$ cat config.mk
export PLATFORM = sky130hd
export DESIGN_NAME = utf8_validate_truncate_unit
export DESIGN_NICKNAME = d
export VERILOG_FILES = /design/src/utf8vt_pkg.sv /design/src/utf8vt_decode.sv /design/src/utf8_validate_truncate_unit.sv
export SDC_FILE = /design/constraint.sdc
export NUM_CORES = 1
export LEC_CHECK = 0
export BUFFER_PORTS_ARGS = -buffer_cell sky130_fd_sc_hd__buf_2
export CORE_MARGIN = 3
export CORE_UTILIZATION = 50
export DETAILED_ROUTE_END_ITERATION = 6
export HOLD_SLACK_MARGIN = 0.08
export PLACE_DENSITY = 0.7
export SLEW_MARGIN = 20
export SYNTH_ARGS = -nofsm -noshare
export SYNTH_HDL_FRONTEND = slang
export SYNTH_SLANG_ARGS = --single-unit
$ cat constraint.sdc
create_clock -name clk -period 4.5 [get_ports clk]
set_clock_uncertainty 0.2 [all_clocks]
set_input_delay 0.9 -clock clk [delete_from_list [all_inputs] [get_ports clk]]
set_output_delay 0.9 -clock clk [all_outputs]
set_load 0.1 [all_outputs]
$ cat src/utf8vt_pkg.sv
`timescale 1ns / 1ps

package utf8vt_pkg;

  // Default width of the string byte counter.
  localparam int unsigned COUNT_WIDTH_DEF = 16;

  // Width of the limit register and of the reported safe length.
  localparam int unsigned LEN_WIDTH = 16;

  // Byte range limits used by the decoder.
  localparam logic [7:0] ASCII_MAX  = 8'h7F;
  localparam logic [7:0] CONT_MASK  = 8'hC0;
  localparam logic [7:0] CONT_TAG   = 8'h80;
  localparam logic [7:0] LEAD2_MIN  = 8'hC2;
  localparam logic [7:0] LEAD2_MAX  = 8'hDF;
  localparam logic [7:0] LEAD3_MIN  = 8'hE0;
  localparam logic [7:0] LEAD3_MAX  = 8'hEF;
  localparam logic [7:0] LEAD3_SURR = 8'hED;
  localparam logic [7:0] LEAD4_MIN  = 8'hF0;
  localparam logic [7:0] LEAD4_MAX  = 8'hF4;
  localparam logic [7:0] CONT_MIN   = 8'h80;
  localparam logic [7:0] CONT_MAX   = 8'hBF;
  localparam logic [7:0] CONT_HI_A0 = 8'hA0;
  localparam logic [7:0] CONT_LO_9F = 8'h9F;
  localparam logic [7:0] CONT_HI_90 = 8'h90;
  localparam logic [7:0] CONT_LO_8F = 8'h8F;

  // Reset value of the truncation limit.
  localparam logic [LEN_WIDTH-1:0] LIMIT_RESET = 16'd2000;

  // Allowed range for the next continuation byte.
  typedef enum logic [2:0] {
    CLS_ANY   = 3'd0,
    CLS_A0_BF = 3'd1,
    CLS_80_9F = 3'd2,
    CLS_90_BF = 3'd3,
    CLS_80_8F = 3'd4
  } cont_class_t;

  // Decoder verdict for one byte.
  typedef struct packed {
    logic        done;
    logic        err;
    logic [1:0]  pending;
    cont_class_t cls;
  } dec_result_t;

endpackage

$ cat src/utf8vt_decode.sv
`timescale 1ns / 1ps

module utf8vt_decode (
  input  logic [7:0]                data_byte,
  input  logic [1:0]                pending_count,
  input  utf8vt_pkg::cont_class_t   second_class,
  input  logic                      error_flag,
  output utf8vt_pkg::dec_result_t   result
);
  import utf8vt_pkg::*;

  logic cont_ok;

  // Range check of a continuation byte against the expected class.
  always_comb begin
    unique case (second_class)
      CLS_A0_BF: cont_ok = (data_byte >= CONT_HI_A0) && (data_byte <= CONT_MAX);
      CLS_80_9F: cont_ok = (data_byte >= CONT_MIN) && (data_byte <= CONT_LO_9F);
      CLS_90_BF: cont_ok = (data_byte >= CONT_HI_90) && (data_byte <= CONT_MAX);
      CLS_80_8F: cont_ok = (data_byte >= CONT_MIN) && (data_byte <= CONT_LO_8F);
      default:   cont_ok = (data_byte & CONT_MASK) == CONT_TAG;
    endcase
  end

  // Sequence state update. Once an error is seen decoding stops.
  always_comb begin
    result.done    = 1'b0;
    result.err     = error_flag;
    result.pending = pending_count;
    result.cls     = second_class;
    priority if (error_flag) begin
      result.done = 1'b0;
    end else if (pending_count != 2'd0) begin
      if (cont_ok) begin
        result.cls     = CLS_ANY;
        result.pending = pending_count - 2'd1;
        result.done    = (pending_count == 2'd1);
      end else begin
        result.err = 1'b1;
      end
    end else if (data_byte <= ASCII_MAX) begin
      result.done = 1'b1;
    end else if ((data_byte >= LEAD2_MIN) && (data_byte <= LEAD2_MAX)) begin
      result.pending = 2'd1;
      result.cls     = CLS_ANY;
    end else if ((data_byte >= LEAD3_MIN) && (data_byte <= LEAD3_MAX)) begin
      result.pending = 2'd2;
      result.cls     = (data_byte == LEAD3_MIN)  ? CLS_A0_BF :
                       (data_byte == LEAD3_SURR) ? CLS_80_9F : CLS_ANY;
    end else if ((data_byte >= LEAD4_MIN) && (data_byte <= LEAD4_MAX)) begin
      result.pending = 2'd3;
      result.cls     = (data_byte == LEAD4_MIN) ? CLS_90_BF :
                       (data_byte == LEAD4_MAX) ? CLS_80_8F : CLS_ANY;
    end else begin
      result.err = 1'b1;
    end
  end

endmodule

$ cat src/utf8_validate_truncate_unit.sv
`timescale 1ns / 1ps

// Streaming strict UTF-8 checker with safe truncation length. One byte item
// is accepted every clock cycle when the output side is not stalled; each
// item gives one result item by way of the input register, then the decode
// and count update into the result register. The rate of one byte per
// cycle is set by the combinational decode and saturating byte counter
// that run between the two registers. Each result carries char_done and the
// sticky invalid_seen flag; on the item marked last_byte it also carries
// string_valid and safe_length, after which the string state is cleared for
// the next string. byte_limit may be written only while no item is in flight.
module utf8_validate_truncate_unit #(
  parameter int unsigned COUNT_WIDTH = utf8vt_pkg::COUNT_WIDTH_DEF
) (
  input  logic                              clk,
  input  logic                              rst,
  // Input channel
  input  logic                              in_valid,
  output logic                              in_stall,
  input  logic [7:0]                        data_byte,
  input  logic                              last_byte,
  // Configuration channel
  input  logic                              cfg_valid,
  output logic                              cfg_ready,
  input  logic [utf8vt_pkg::LEN_WIDTH-1:0]  byte_limit,
  // Output channel
  output logic                              out_valid,
  input  logic                              out_stall,
  output logic                              char_done,
  output logic                              invalid_seen,
  output logic                              is_last,
  output logic                              string_valid,
  output logic [utf8vt_pkg::LEN_WIDTH-1:0]  safe_length
);
  import utf8vt_pkg::*;

  localparam logic [COUNT_WIDTH-1:0] COUNT_SAT = {COUNT_WIDTH{1'b1}};
  localparam logic [31:0]            LEN_CAP   = 32'((64'd1 << LEN_WIDTH) - 64'd1);

  // Configuration register
  logic [LEN_WIDTH-1:0]   limit;

  // Input register stage
  logic                   a_valid;
  logic [7:0]             a_byte;
  logic                   a_last;

  // String state
  logic [COUNT_WIDTH-1:0] byte_count;
  logic [1:0]             pending_count;
  cont_class_t            second_class;
  logic                   error_flag;
  logic [COUNT_WIDTH-1:0] prefix_end;

  // Combinational next values
  dec_result_t            dec;
  logic [COUNT_WIDTH-1:0] byte_count_next;
  logic [COUNT_WIDTH-1:0] prefix_end_next;
  logic                   within_limit;
  logic [31:0]            safe_wide;
  logic [LEN_WIDTH-1:0]   safe_next;
  logic                   valid_next;
  logic                   b_load;
  logic                   a_load;

  // Handshake: the result register frees when empty or taken.
  assign b_load    = !out_valid || !out_stall;
  assign a_load    = !a_valid || b_load;
  assign in_stall  = !a_load;
  assign cfg_ready = 1'b1;

  // Limit register.
  always_ff @(posedge clk) begin
    if (rst) begin
      limit <= LIMIT_RESET;
    end else if (cfg_valid && cfg_ready) begin
      limit <= byte_limit;
    end
  end

  // Input register.
  always_ff @(posedge clk) begin
    if (rst) begin
      a_valid <= 1'b0;
    end else if (a_load) begin
      a_valid <= in_valid;
    end
  end

  always_ff @(posedge clk) begin
    if (a_load && in_valid) begin
      a_byte <= data_byte;
      a_last <= last_byte;
    end
  end

  utf8vt_decode u_decode (
    .data_byte     (a_byte),
    .pending_count (pending_count),
    .second_class  (second_class),
    .error_flag    (error_flag),
    .result        (dec)
  );

  // Byte count, limit check and safe prefix.
  always_comb begin
    byte_count_next = (byte_count == COUNT_SAT) ? byte_count
                                                : byte_count + 1'b1;
    within_limit    = 32'(byte_count_next) <= 32'(limit);
    prefix_end_next = (!error_flag && dec.done && within_limit) ? byte_count_next
                                                                : prefix_end;
    safe_wide       = within_limit ? 32'(byte_count_next) : 32'(prefix_end_next);
    safe_next       = (safe_wide > LEN_CAP) ? LEN_CAP[LEN_WIDTH-1:0]
                                            : safe_wide[LEN_WIDTH-1:0];
    valid_next      = !dec.err && (dec.pending == 2'd0);
  end

  // String state, cleared after the last byte of each string.
  always_ff @(posedge clk) begin
    if (rst) begin
      byte_count    <= '0;
      pending_count <= 2'd0;
      second_class  <= CLS_ANY;
      error_flag    <= 1'b0;
      prefix_end    <= '0;
    end else if (a_valid && b_load) begin
      if (a_last) begin
        byte_count    <= '0;
        pending_count <= 2'd0;
        second_class  <= CLS_ANY;
        error_flag    <= 1'b0;
        prefix_end    <= '0;
      end else begin
        byte_count    <= byte_count_next;
        pending_count <= dec.pending;
        second_class  <= dec.cls;
        error_flag    <= dec.err;
        prefix_end    <= prefix_end_next;
      end
    end
  end

  // Result register.
  always_ff @(posedge clk) begin
    if (rst) begin
      out_valid <= 1'b0;
    end else if (b_load) begin
      out_valid <= a_valid;
    end
  end

  always_ff @(posedge clk) begin
    if (b_load && a_valid) begin
      char_done    <= dec.done;
      invalid_seen <= dec.err;
      is_last      <= a_last;
      string_valid <= a_last && valid_next;
      safe_length  <= a_last ? safe_next : '0;
    end
  end

`ifndef SYNTH
  // A completed character never coincides with a recorded error.
  assert property (@(posedge clk) disable iff (rst)
    out_valid && char_done |-> !invalid_seen)
    else $error("char_done reported together with invalid_seen");

  // A valid string has seen no ill-formed sequence.
  assert property (@(posedge clk) disable iff (rst)
    out_valid && string_valid |-> !invalid_seen && is_last)
    else $error("string_valid reported on an invalid or non-final item");

  // Final-only fields stay zero on other items.
  assert property (@(posedge clk) disable iff (rst)
    out_valid && !is_last |-> !string_valid && (safe_length == '0))
    else $error("final result fields set on a non-final item");

  // The input side only stalls when the input register holds an item.
  assert property (@(posedge clk) disable iff (rst)
    in_stall |-> a_valid && out_valid)
    else $error("input stalled with an empty pipeline");
`endif

endmodule

Yosys cells after proc, flatten, opt, wreduce, memory -nomap -nowiden:

Index checks and enable logic that the tools add are counted.

* mux-type cells: 28
* reduce and logical (&&, ||, !) cells: 25
* add/subtract/negate cells: 2
* magnitude comparators: 15
* equality and inequality tests: 14

Operators by type and width (number)
* $mux W16: 6
* $ge A8 B8 Y1 const B: 6
* $le A8 B8 Y1 const B: 6
* $eq A8 B8 Y1 const B: 4
* $mux W5: 4
* $add A16 B1 Y16 const B: 1
* $eq A16 B16 Y1 const B: 1
* $gt A16 B16 Y1 const B: 1
* $le A16 B16 Y1: 1
* $logic_and A1 B1 Y1: 13
* $mux W3: 4
* $mux W6: 2
* $le A8 B7 Y1 const B: 1
* $mux W1: 8
* $mux W7: 1
* $eq A3 B2 Y1 const B: 2
* $logic_not A1 Y1: 6
* $ne A3 B2 Y1 const B: 2
* $reduce_and A5 Y1: 1
* $reduce_bool A5 Y1: 1
* $mux W2: 2
* $pmux W1 S4: 1
* $eq A3 B1 Y1 const B: 1
* $eq A3 B3 Y1 const B: 1
* other kinds (7): 8

* input bits: 30
* word-level logic and storage cells: 99
* output and inout bits: 23
* bits in registers: 85

Logic depth before layout (Yosys ltp):

Gate-level depths: netlist (run 1).

* word-level depth: 15
* depth in mapped cells: 15
* depth with buffers taken out: 14

By module:

From an unflattened synthesis (run 1), not the netlist that was laid out.

* cell total of the unflattened synthesis: 493
* area, all modules: 4559.4 µm²

Modules (own cells, without submodules)
* utf8_validate_truncate_unit: times used 1, area each 4110.2 µm², cells each 418
* utf8vt_decode: times used 1, area each 449.2 µm², cells each 75

Worst setup path after synthesis (run 1):

No wires, ideal clock.

* path type: flip-flop to flip-flop
* from: reg byte_count[0]
* to: reg safe_length[12] (netlist name) (data pin)
* arrival: 3186 ps
* path slack: 858 ps
* setup time: 256 ps
* buffers on the path: 1
* required time: 4044 ps
* cell stages (with the launch flop): 15
* path through: dfxtp_1 > nand4_1 > or2_2 > nor3_1 > and3_1 > mux2_2 > ha_1 > nand4_2 > nor4_4 > a21boi_2 > nand4b_4 > nand2_8 > buf_6 > mux2i_1 > nor2b_1

* cells in the longest elaborated chain, start to end: 8

Ends and longest elaborated chain
* from (decl): line utf8_validate_truncate_unit.sv:49 `logic [COUNT_WIDTH-1:0] byte_count;`
* from (signal assigned): line utf8_validate_truncate_unit.sv:134 `byte_count <= byte_count_next;`
* $add A16 B1 Y16 or $eq A16 B16 Y1 (tied branches): line utf8_validate_truncate_unit.sv:108, utf8_validate_truncate_unit.sv:107
* $mux W16 *: line utf8_validate_truncate_unit.sv:107 `byte_count_next = (byte_count == COUNT_SAT) ? byte_count`
* $le A16 B16 Y1: line utf8_validate_truncate_unit.sv:109 `within_limit = 32'(byte_count_next) <= 32'(limit);`
* $logic_and A1 B1 Y1: line utf8_validate_truncate_unit.sv:110 `prefix_end_next = (!error_flag && dec.done && within_limit) ? byte_count_next`
* $mux W16: line utf8_validate_truncate_unit.sv:110
* $mux W16 *: line utf8_validate_truncate_unit.sv:112 `safe_wide = within_limit ? 32'(byte_count_next) : 32'(prefix_end_next);`
* $gt A16 B16 Y1: line utf8_validate_truncate_unit.sv:113 `safe_next = (safe_wide > LEN_CAP) ? LEN_CAP[LEN_WIDTH-1:0]`
* $mux W16 *: line utf8_validate_truncate_unit.sv:113
* to (signal assigned): line utf8_validate_truncate_unit.sv:158 `safe_length <= a_last ? safe_next : '0;`
* to (decl): line utf8_validate_truncate_unit.sv:33 `output logic [utf8vt_pkg::LEN_WIDTH-1:0] safe_length`

Every way passes the cells marked *; elsewhere a longest branch is shown, timed or not.
A chain may end at the register's enable or synchronous reset.

Worst setup path in the final report (run 1):

* from: reg byte_count[3]
* to: reg prefix_end[11]

* cells in the longest elaborated chain, start to end: 6

Ends and longest elaborated chain
* $add A16 B1 Y16 or $eq A16 B16 Y1 (tied branches): line utf8_validate_truncate_unit.sv:108, utf8_validate_truncate_unit.sv:107
* $mux W16 *: line utf8_validate_truncate_unit.sv:107
* $le A16 B16 Y1: line utf8_validate_truncate_unit.sv:109
* $logic_and A1 B1 Y1: line utf8_validate_truncate_unit.sv:110
* $mux W16 *: line utf8_validate_truncate_unit.sv:110
* $mux W16 *: line utf8_validate_truncate_unit.sv:127 `if (a_last) begin`
* to (signal assigned): line utf8_validate_truncate_unit.sv:138 `prefix_end <= prefix_end_next;`
* to (decl): line utf8_validate_truncate_unit.sv:53 `logic [COUNT_WIDTH-1:0] prefix_end;`

Marked as above.

==> results.json, run 1 <==
{
  "synth_edf_count": 29,
  "dominantRegCellSynth": "dfxtp_1",
  "crit_start": "byte_count[3]",
  "hold_ws_ps": 285,
  "power.total_mw": 1.61,
  "final_common_cell": "dfxtp_1",
  "rsz0062_at_grt": "false",
  "ir_drop_v": 0.000217,
  "route.vias.total": 3387,
  "io_buffers": 51,
  "crit_path_end_kind": "register",
  "start_kind": "register",
  "hold_start": "prefix_end[0]",
  "maxSlewHeadroom_pct": 42.0,
  "drive_gt1_share_pct": 20.8,
  "worst_pin_slew_ps": 864,
  "dieArea_um2": 10100,
  "num_antenna_cells": 0,
  "wire_per_inst_um": 15.1,
  "syn_nets": 508,
  "place_hpwl_mm": 7.00,
  "gp_congestion": 0.946,
  "ys_seq_area_share_pct": 44.7,
  "antenna_found_initial": 0,
  "fmax_mhz": 242,
  "grt_use_total_pct": 20.0,
  "core_um2": 8420,
  "drt_wl_total_mm": 9.37,
  "clkLatencyLatePin_ps": 350,
  "finalNetCount": 559,
  "post-cts-setup-buffer-count": 0,
  "grt_pass1_vias": 3280,
  "die-width_um": 100,
  "dr.pass1.iters": 5,
  "antenna_left": 0,
  "dp.cells": 604,
  "powerDensity_nw_per_um2": 320,
  "boundaryPins": 53,
  "synth-async-reset-ratio_pct": 0,
  "grt-ovfl-total": 0,
  "ys_top_cells_by_area": "dfxtp_1 25%, edfxtp_1 20%, mux2i_1 5.4%",
  "clk_path_buf_depth": 2,
  "finalHoldViolations": 0,
  "setup_viol_count_final": 0,
  "multi_input_area_um2": 2260,
  "route.detailed.drc": 0,
  "max-cap-violations": 0,
  "most-common-layout-cells": "56 x dfxtp_1, 51 x buf_2, 47 x nor2_1",
  "cts_tree": "built",
  "synth_cell_type_count": 63,
  "num_rows": 33,
  "synth_top_area_share_pct": 25.1,
  "ys_ff_latch": 85,
  "min_period_ps": 4130,
  "synth_top_cell_by_area": "dfxtp_1",
  "syn-cell-area_um2": 4460,
  "vias_per_cell": 5.46,
  "status": "complete, no violations",
  "path_class": "register to register",
  "cp.required_ps": 4540,
  "setup_tns_ps": 0,
  "area_growth_pct": 12.6,
  "ys_warn_count": 0,
  "regArea_um2": 1990,
  "grt_pass1_wl_mm": 16.1,
  "cts_htree_levels": 3,
  "die_h_um": 100,
  "hp-class": "register to register",
  "drt_iter0_drc": 152,
  "synth.avg_cell_area_um2": 9.72,
  "cts_inserted_buffers": 9,
  "grt_max_degree": 41,
  "reg2reg_from": "byte_count[3]",
  "fillCellCount": 769,
  "cp.arrival_ps": 4180,
  "final_core_util_pct": 59.6,
  "critical_path.max_fanout": 8,
  "clk_pin_slew_ps": 80,
  "start_util_pct": 52.9,
  "cts-root-buf": "clkbuf_8",
  "min_period_over_period_pct": 91.9,
  "leakage_nw": 2.09,
  "final_cells": 620,
  "slew_viol_final": 0,
  "syn_inst": 459,
  "cts_sinks": 85
}
## critical path, cell delays in order, from the launching register on
cell,delay [ps]
dfxtp_1,420
nand4_1,160
or2_2,340
nor3_1,270
and3_1,210
mux2_2,390
ha_1,310
nand4_2,160
nor4_4,390
nand4_4,240
nor2b_1,220
a211oi_2,290
nor2_2,130
a22o_1,280
## final cells by class
cell class	count	share of cell area, %
Clock buffer	12	2.69
Clock inverter	4	1.45
Inverter	31	2.34
Multi-Input combinational cell	324	45.0
Sequential cell	85	39.7
Tap cell	105	2.62
Timing Repair Buffer	59	6.28
## cell families (layout without fill, tap and decap cells)
logic type               Yosys count  in the layout  share of synthesized area, %
AO/OA/AOI/OAI                     98             98                          15.5
XOR/XNOR                           9              9                          1.77
adder cells (fa/ha/maj)           19             19                          5.33
buffers and inverters             50            106                          4.77
flip-flops                        85             85                          44.7
multiplexers                      30             30                          6.90
other                              1              1                        0.0841
AND/OR/NAND/NOR                  167            167                          21.0
## Yosys cell counts, drive strengths merged, types with 2 or more instances
library cell	n
nor3b	8
nand2	31
inv	30
nand3b	2
and2	3
buf	9
or2	3
and3	6
nand2b	8
o22ai	2
a31o	2
xor2	6
nor3	8
ha	19
a22oi	17
a22o	7
clkbuf	10
o211ai	7
a211oi	3
mux2	6
nand4b	2
dfxtp	56
a21oi	35
or3	2
o21ai	10
nand3	9
nor2	49
a41oi	4
xnor2	3
nand4	9
edfxtp	29
nor4	4
o21a	4
nor2b	20
mux2i	24
## through the flow
stage	instance area, µm²	setup WS (ps)
after floorplan	4460	858
after global placement	4810	478
after detailed placement	4810	293
after CTS	5020	294
after global routing	5020	56.4
final	5020	366
## layer usage
metal	part of all wire, %	up-vias	wire length (µm)	GRT usage [%]
met5	0	-	0	0
met4	1.5	0	138	6.94
met3	4.7	9	442	2.99
met2	44	74	4100	31.2
met1	50	1563	4700	28.2
li1	-	1741	-	-
## flip-flops by register name (all words and copies together) (netlist names)
| signal | cells |
|---|---|
| a_byte | 8 |
| a_last | 1 |
| a_valid | 1 |
| byte_count | 16 |
| char_done | 1 |
| error_flag | 1 |
| invalid_seen | 1 |
| is_last | 1 |
| limit | 16 |
| out_valid | 1 |
| pending_count | 2 |
| prefix_end | 16 |
| safe_length | 16 |
| second_class | 3 |
| string_valid | 1 |
## path summary, 6_finish.rpt
kind                    end  slack, ps  depth (start not counted)
min           prefix_end[0]        280                          1
min reg2reg   prefix_end[0]        280                          1
max reg2reg  prefix_end[11]        370                         13
max          prefix_end[11]        370                         13
## power by group
part | leakage [nW] | total [mW] | switching, mW | internal, mW
logic | 1.26 | 0.194 | 0.145 | 0.0494
clock network | 0.102 | 0.576 | 0.263 | 0.313
registers | 0.724 | 0.836 | 0.0171 | 0.819
## repair_timing
item,4_1_cts,5_1_grt
endpoints found under the setup margin,0,6
hold buffers,0,0
resized for setup,0,1
Note: power is estimated with default switching activity, not from simulation.
==> run 2: changes to the inputs <==
REMOVE_ABC_BUFFERS = 1   (was unset)
SYNTH_HIERARCHICAL = 1   (was unset)
==> run 2 against run 1 <==
Effect of this change:
- fmax shrank 2.4%
- die area grew 2.1%
- global-route usage grew 1.8 points
- sequential power is essentially flat
- clock-buffer cell count shrank 3
- non-clock buffer count grew 9
- final cell count grew 5.8%
- via count grew 15%
- synthesized area grew 2.2%
- worst hold slack lost 12 ps
- critical endpoint is now safe_length[13]
- largest cell class unchanged
- largest power group unchanged
- highest routed layer unchanged
==> results.json, run 2 <==
{
  "path_class": "register to register",
  "drive_gt1_share_pct": 20.3,
  "powerDensity_nw_per_um2": 312,
  "cts_inserted_buffers": 9,
  "rsz0062_at_grt": "false",
  "critical_path.max_fanout": 14,
  "clkLatencyLatePin_ps": 360,
  "grt_pass1_wl_mm": 17.8,
  "hold_start": "prefix_end[15]",
  "synth_top_area_share_pct": 24.6,
  "grt_max_degree": 32,
  "slew_viol_final": 0,
  "synth-async-reset-ratio_pct": 0,
  "ys_top_cells_by_area": "dfxtp_1 25%, edfxtp_1 19%, ha_1 5.2%",
  "ys_warn_count": 6,
  "clk_path_buf_depth": 2,
  "reg2reg_slack_ps": 260,
  "setup_tns_ps": 0,
  "drt_iter0_drc": 353,
  "r2r_end": "safe_length[13]",
  "worst_pin_slew_ps": 1020,
  "synth_top_cell_by_area": "dfxtp_1",
  "start_kind": "register",
  "place_hpwl_mm": 7.73,
  "post-cts-setup-buffer-count": 0,
  "route.detailed.drc": 0,
  "num_antenna_cells": 0,
  "ys_seq_area_share_pct": 43.7,
  "cpMaxStageDelayCell": "or4_4",
  "status": "complete, no violations",
  "cp.required_ps": 4450,
  "num_rows": 34,
  "syn_inst": 493,
  "grt-ovfl-total": 0,
  "p_sw_share_pct": 29.3,
  "hp-class": "register to register",
  "finalHoldViolations": 0,
  "min_period_over_period_pct": 94.2,
  "synth_edf_count": 29,
  "dp.cells": 640,
  "cpPeakStageDelay_ps": 530,
  "vias_per_cell": 5.93,
  "cts_htree_levels": 3,
  "fmax_mhz": 236,
  "power.total_mw": 1.60,
  "synth_cell_type_count": 70,
  "cts-root-buf": "clkbuf_8",
  "max-cap-violations": 0,
  "clockPowerShare_pct": 35.2,
  "p_seq_share_pct": 52.1,
  "grt_pass1_vias": 3560,
  "final_area_um2": 5140,
  "maxSlewHeadroom_pct": 31.5,
  "crit_chain": "ha_1 > nand3_1 > nor4_1 > a21oi_1 > a41oi_1 > ha_1 > nand4_2 > nor3_1 > or4_4 > nor3_4 > buf_4 > nor3_1 > a311oi_1",
  "leakage_nw": 2.16,
  "hold_ws_ps": 273,
  "start_util_pct": 51.8,
  "yosysMostFrequentCell": "dfxtp_1",
  "setup_viol_count_final": 0,
  "clk_pin_slew_ps": 100,
  "dr.pass1.iters": 5,
  "die-width_um": 101,
  "synth_common_cells": "56 x dfxtp_1, 47 x a21oi_1, 42 x nor2_1, 37 x nand2_1, 31 x inv_1",
  "ys_ff_latch": 85,
  "antenna_left": 0,
  "dominantRegCellSynth": "dfxtp_1",
  "ir_drop_v": 0.000208,
  "route.vias.total": 3888,
  "area_growth_pct": 12.8,
  "rr_worst_depth": 13,
  "final_common_cell": "dfxtp_1",
  "gp_congestion": 0.946,
  "cts_tree": "built",
  "cts_sinks": 85,
  "synth.avg_cell_area_um2": 9.25,
  "reg2reg_from": "byte_count[0]",
  "drt_wl_total_mm": 10.8,
  "die_h_um": 101,
  "final_cells": 656,
  "min_to": "prefix_end[15]",
  "cp.arrival_ps": 4180,
  "crit_path_end_kind": "register",
  "p_comb_share_pct": 12.7,
  "wire_per_inst_um": 16.5,
  "antenna_found_initial": 0,
  "hold_depth": 2,
  "critPathBufInv": 1,
  "min_period_ps": 4240,
  "p_int_mw": 1.13,
  "syn-cell-area_um2": 4560,
  "boundaryPins": 53,
  "grt_use_total_pct": 21.8,
  "p_switching_uw": 470,
  "dieArea_um2": 10300,
  "core_um2": 8810,
  "postPlaceCellArea_um2": 4930,
  "path_delay_family": "simple AND/OR/NAND/NOR gates",
  "finalNetCount": 592,
  "io_buffers": 51,
  "most-common-layout-cells": "56 x dfxtp_1, 51 x buf_2, 46 x a21oi_1"
}
-- run 2: timing repair --
action,CTS,global route
resized for setup,0,2
setup endpoints to repair,0,27
hold buffers,0,0
-- run 2: final cells by class --
class                      instances  area (µm²)
multi-input combinational        348        2310
clock inverter                     7        76.3
clock buffer                       9         124
tap                              108         135
timing repair buffer              68         383
fill                             797        3660
sequential                        85        1990
inverter                          31         116
-- run 2: logic make-up (layout without fill, tap and decap cells) --
logic type | Yosys count | in the layout | share of synthesized area (%)
AO/OA/AOI/OAI | 138 | 138 | 21.3
XOR/XNOR | 9 | 9 | 1.73
adder cells (fa/ha/maj) | 19 | 19 | 5.21
buffers and inverters | 60 | 115 | 5.68
flip-flops | 85 | 85 | 43.7
multiplexers | 14 | 14 | 3.16
other | 1 | 1 | 0.0822
AND/OR/NAND/NOR | 167 | 167 | 19.2
-- run 2: tightest hold or removal path, cell delays in order, from the launching register on --
cell	delay, ps
dfxtp_1	320
nand2_1	50
o32ai_1	50
-- run 2: metal layers --
metal	routed length (µm)	GRT usage [%]	up-vias
li1	-	-	1912
met1	5240	32.0	1818
met2	4680	32.5	141
met3	713	3.51	17
met4	184	7.46	0
met5	0	0	-
-- run 2: power by group through the flow --
stage / logic [mW] / clock network (mW) / registers [mW]
2_1_floorplan: 0.0811 / 0 / 0.918
3_3_place_gp: 0.201 / 0 / 0.852
3_5_place_dp: 0.203 / 0 / 0.853
4_1_cts: 0.204 / 0.572 / 0.835
5_1_grt: 0.221 / 0.608 / 0.839
6_report: 0.204 / 0.563 / 0.835
-- run 2: worst max-delay path by stage --
stage,startpoint,endpoint,slack [ps],cells after the start
2_1_floorplan,byte_count[0],safe_length[13],590,12
3_3_place_gp,byte_count[0],prefix_end[3],350,13
3_5_place_dp,byte_count[0],safe_length[13],210,14
4_1_cts,byte_count[0],safe_length[13],210,14
5_1_grt,byte_count[0],safe_length[1],3,12
6_report,byte_count[0],safe_length[13],260,13
-- run 2: metrics by stage --
step,worst slack (ps),utilization [%]
detailed placement,207,56.0
floorplan,592,-
finish,263,58.4
global placement,346,56.0
global route,2.94,58.4
CTS,206,58.3
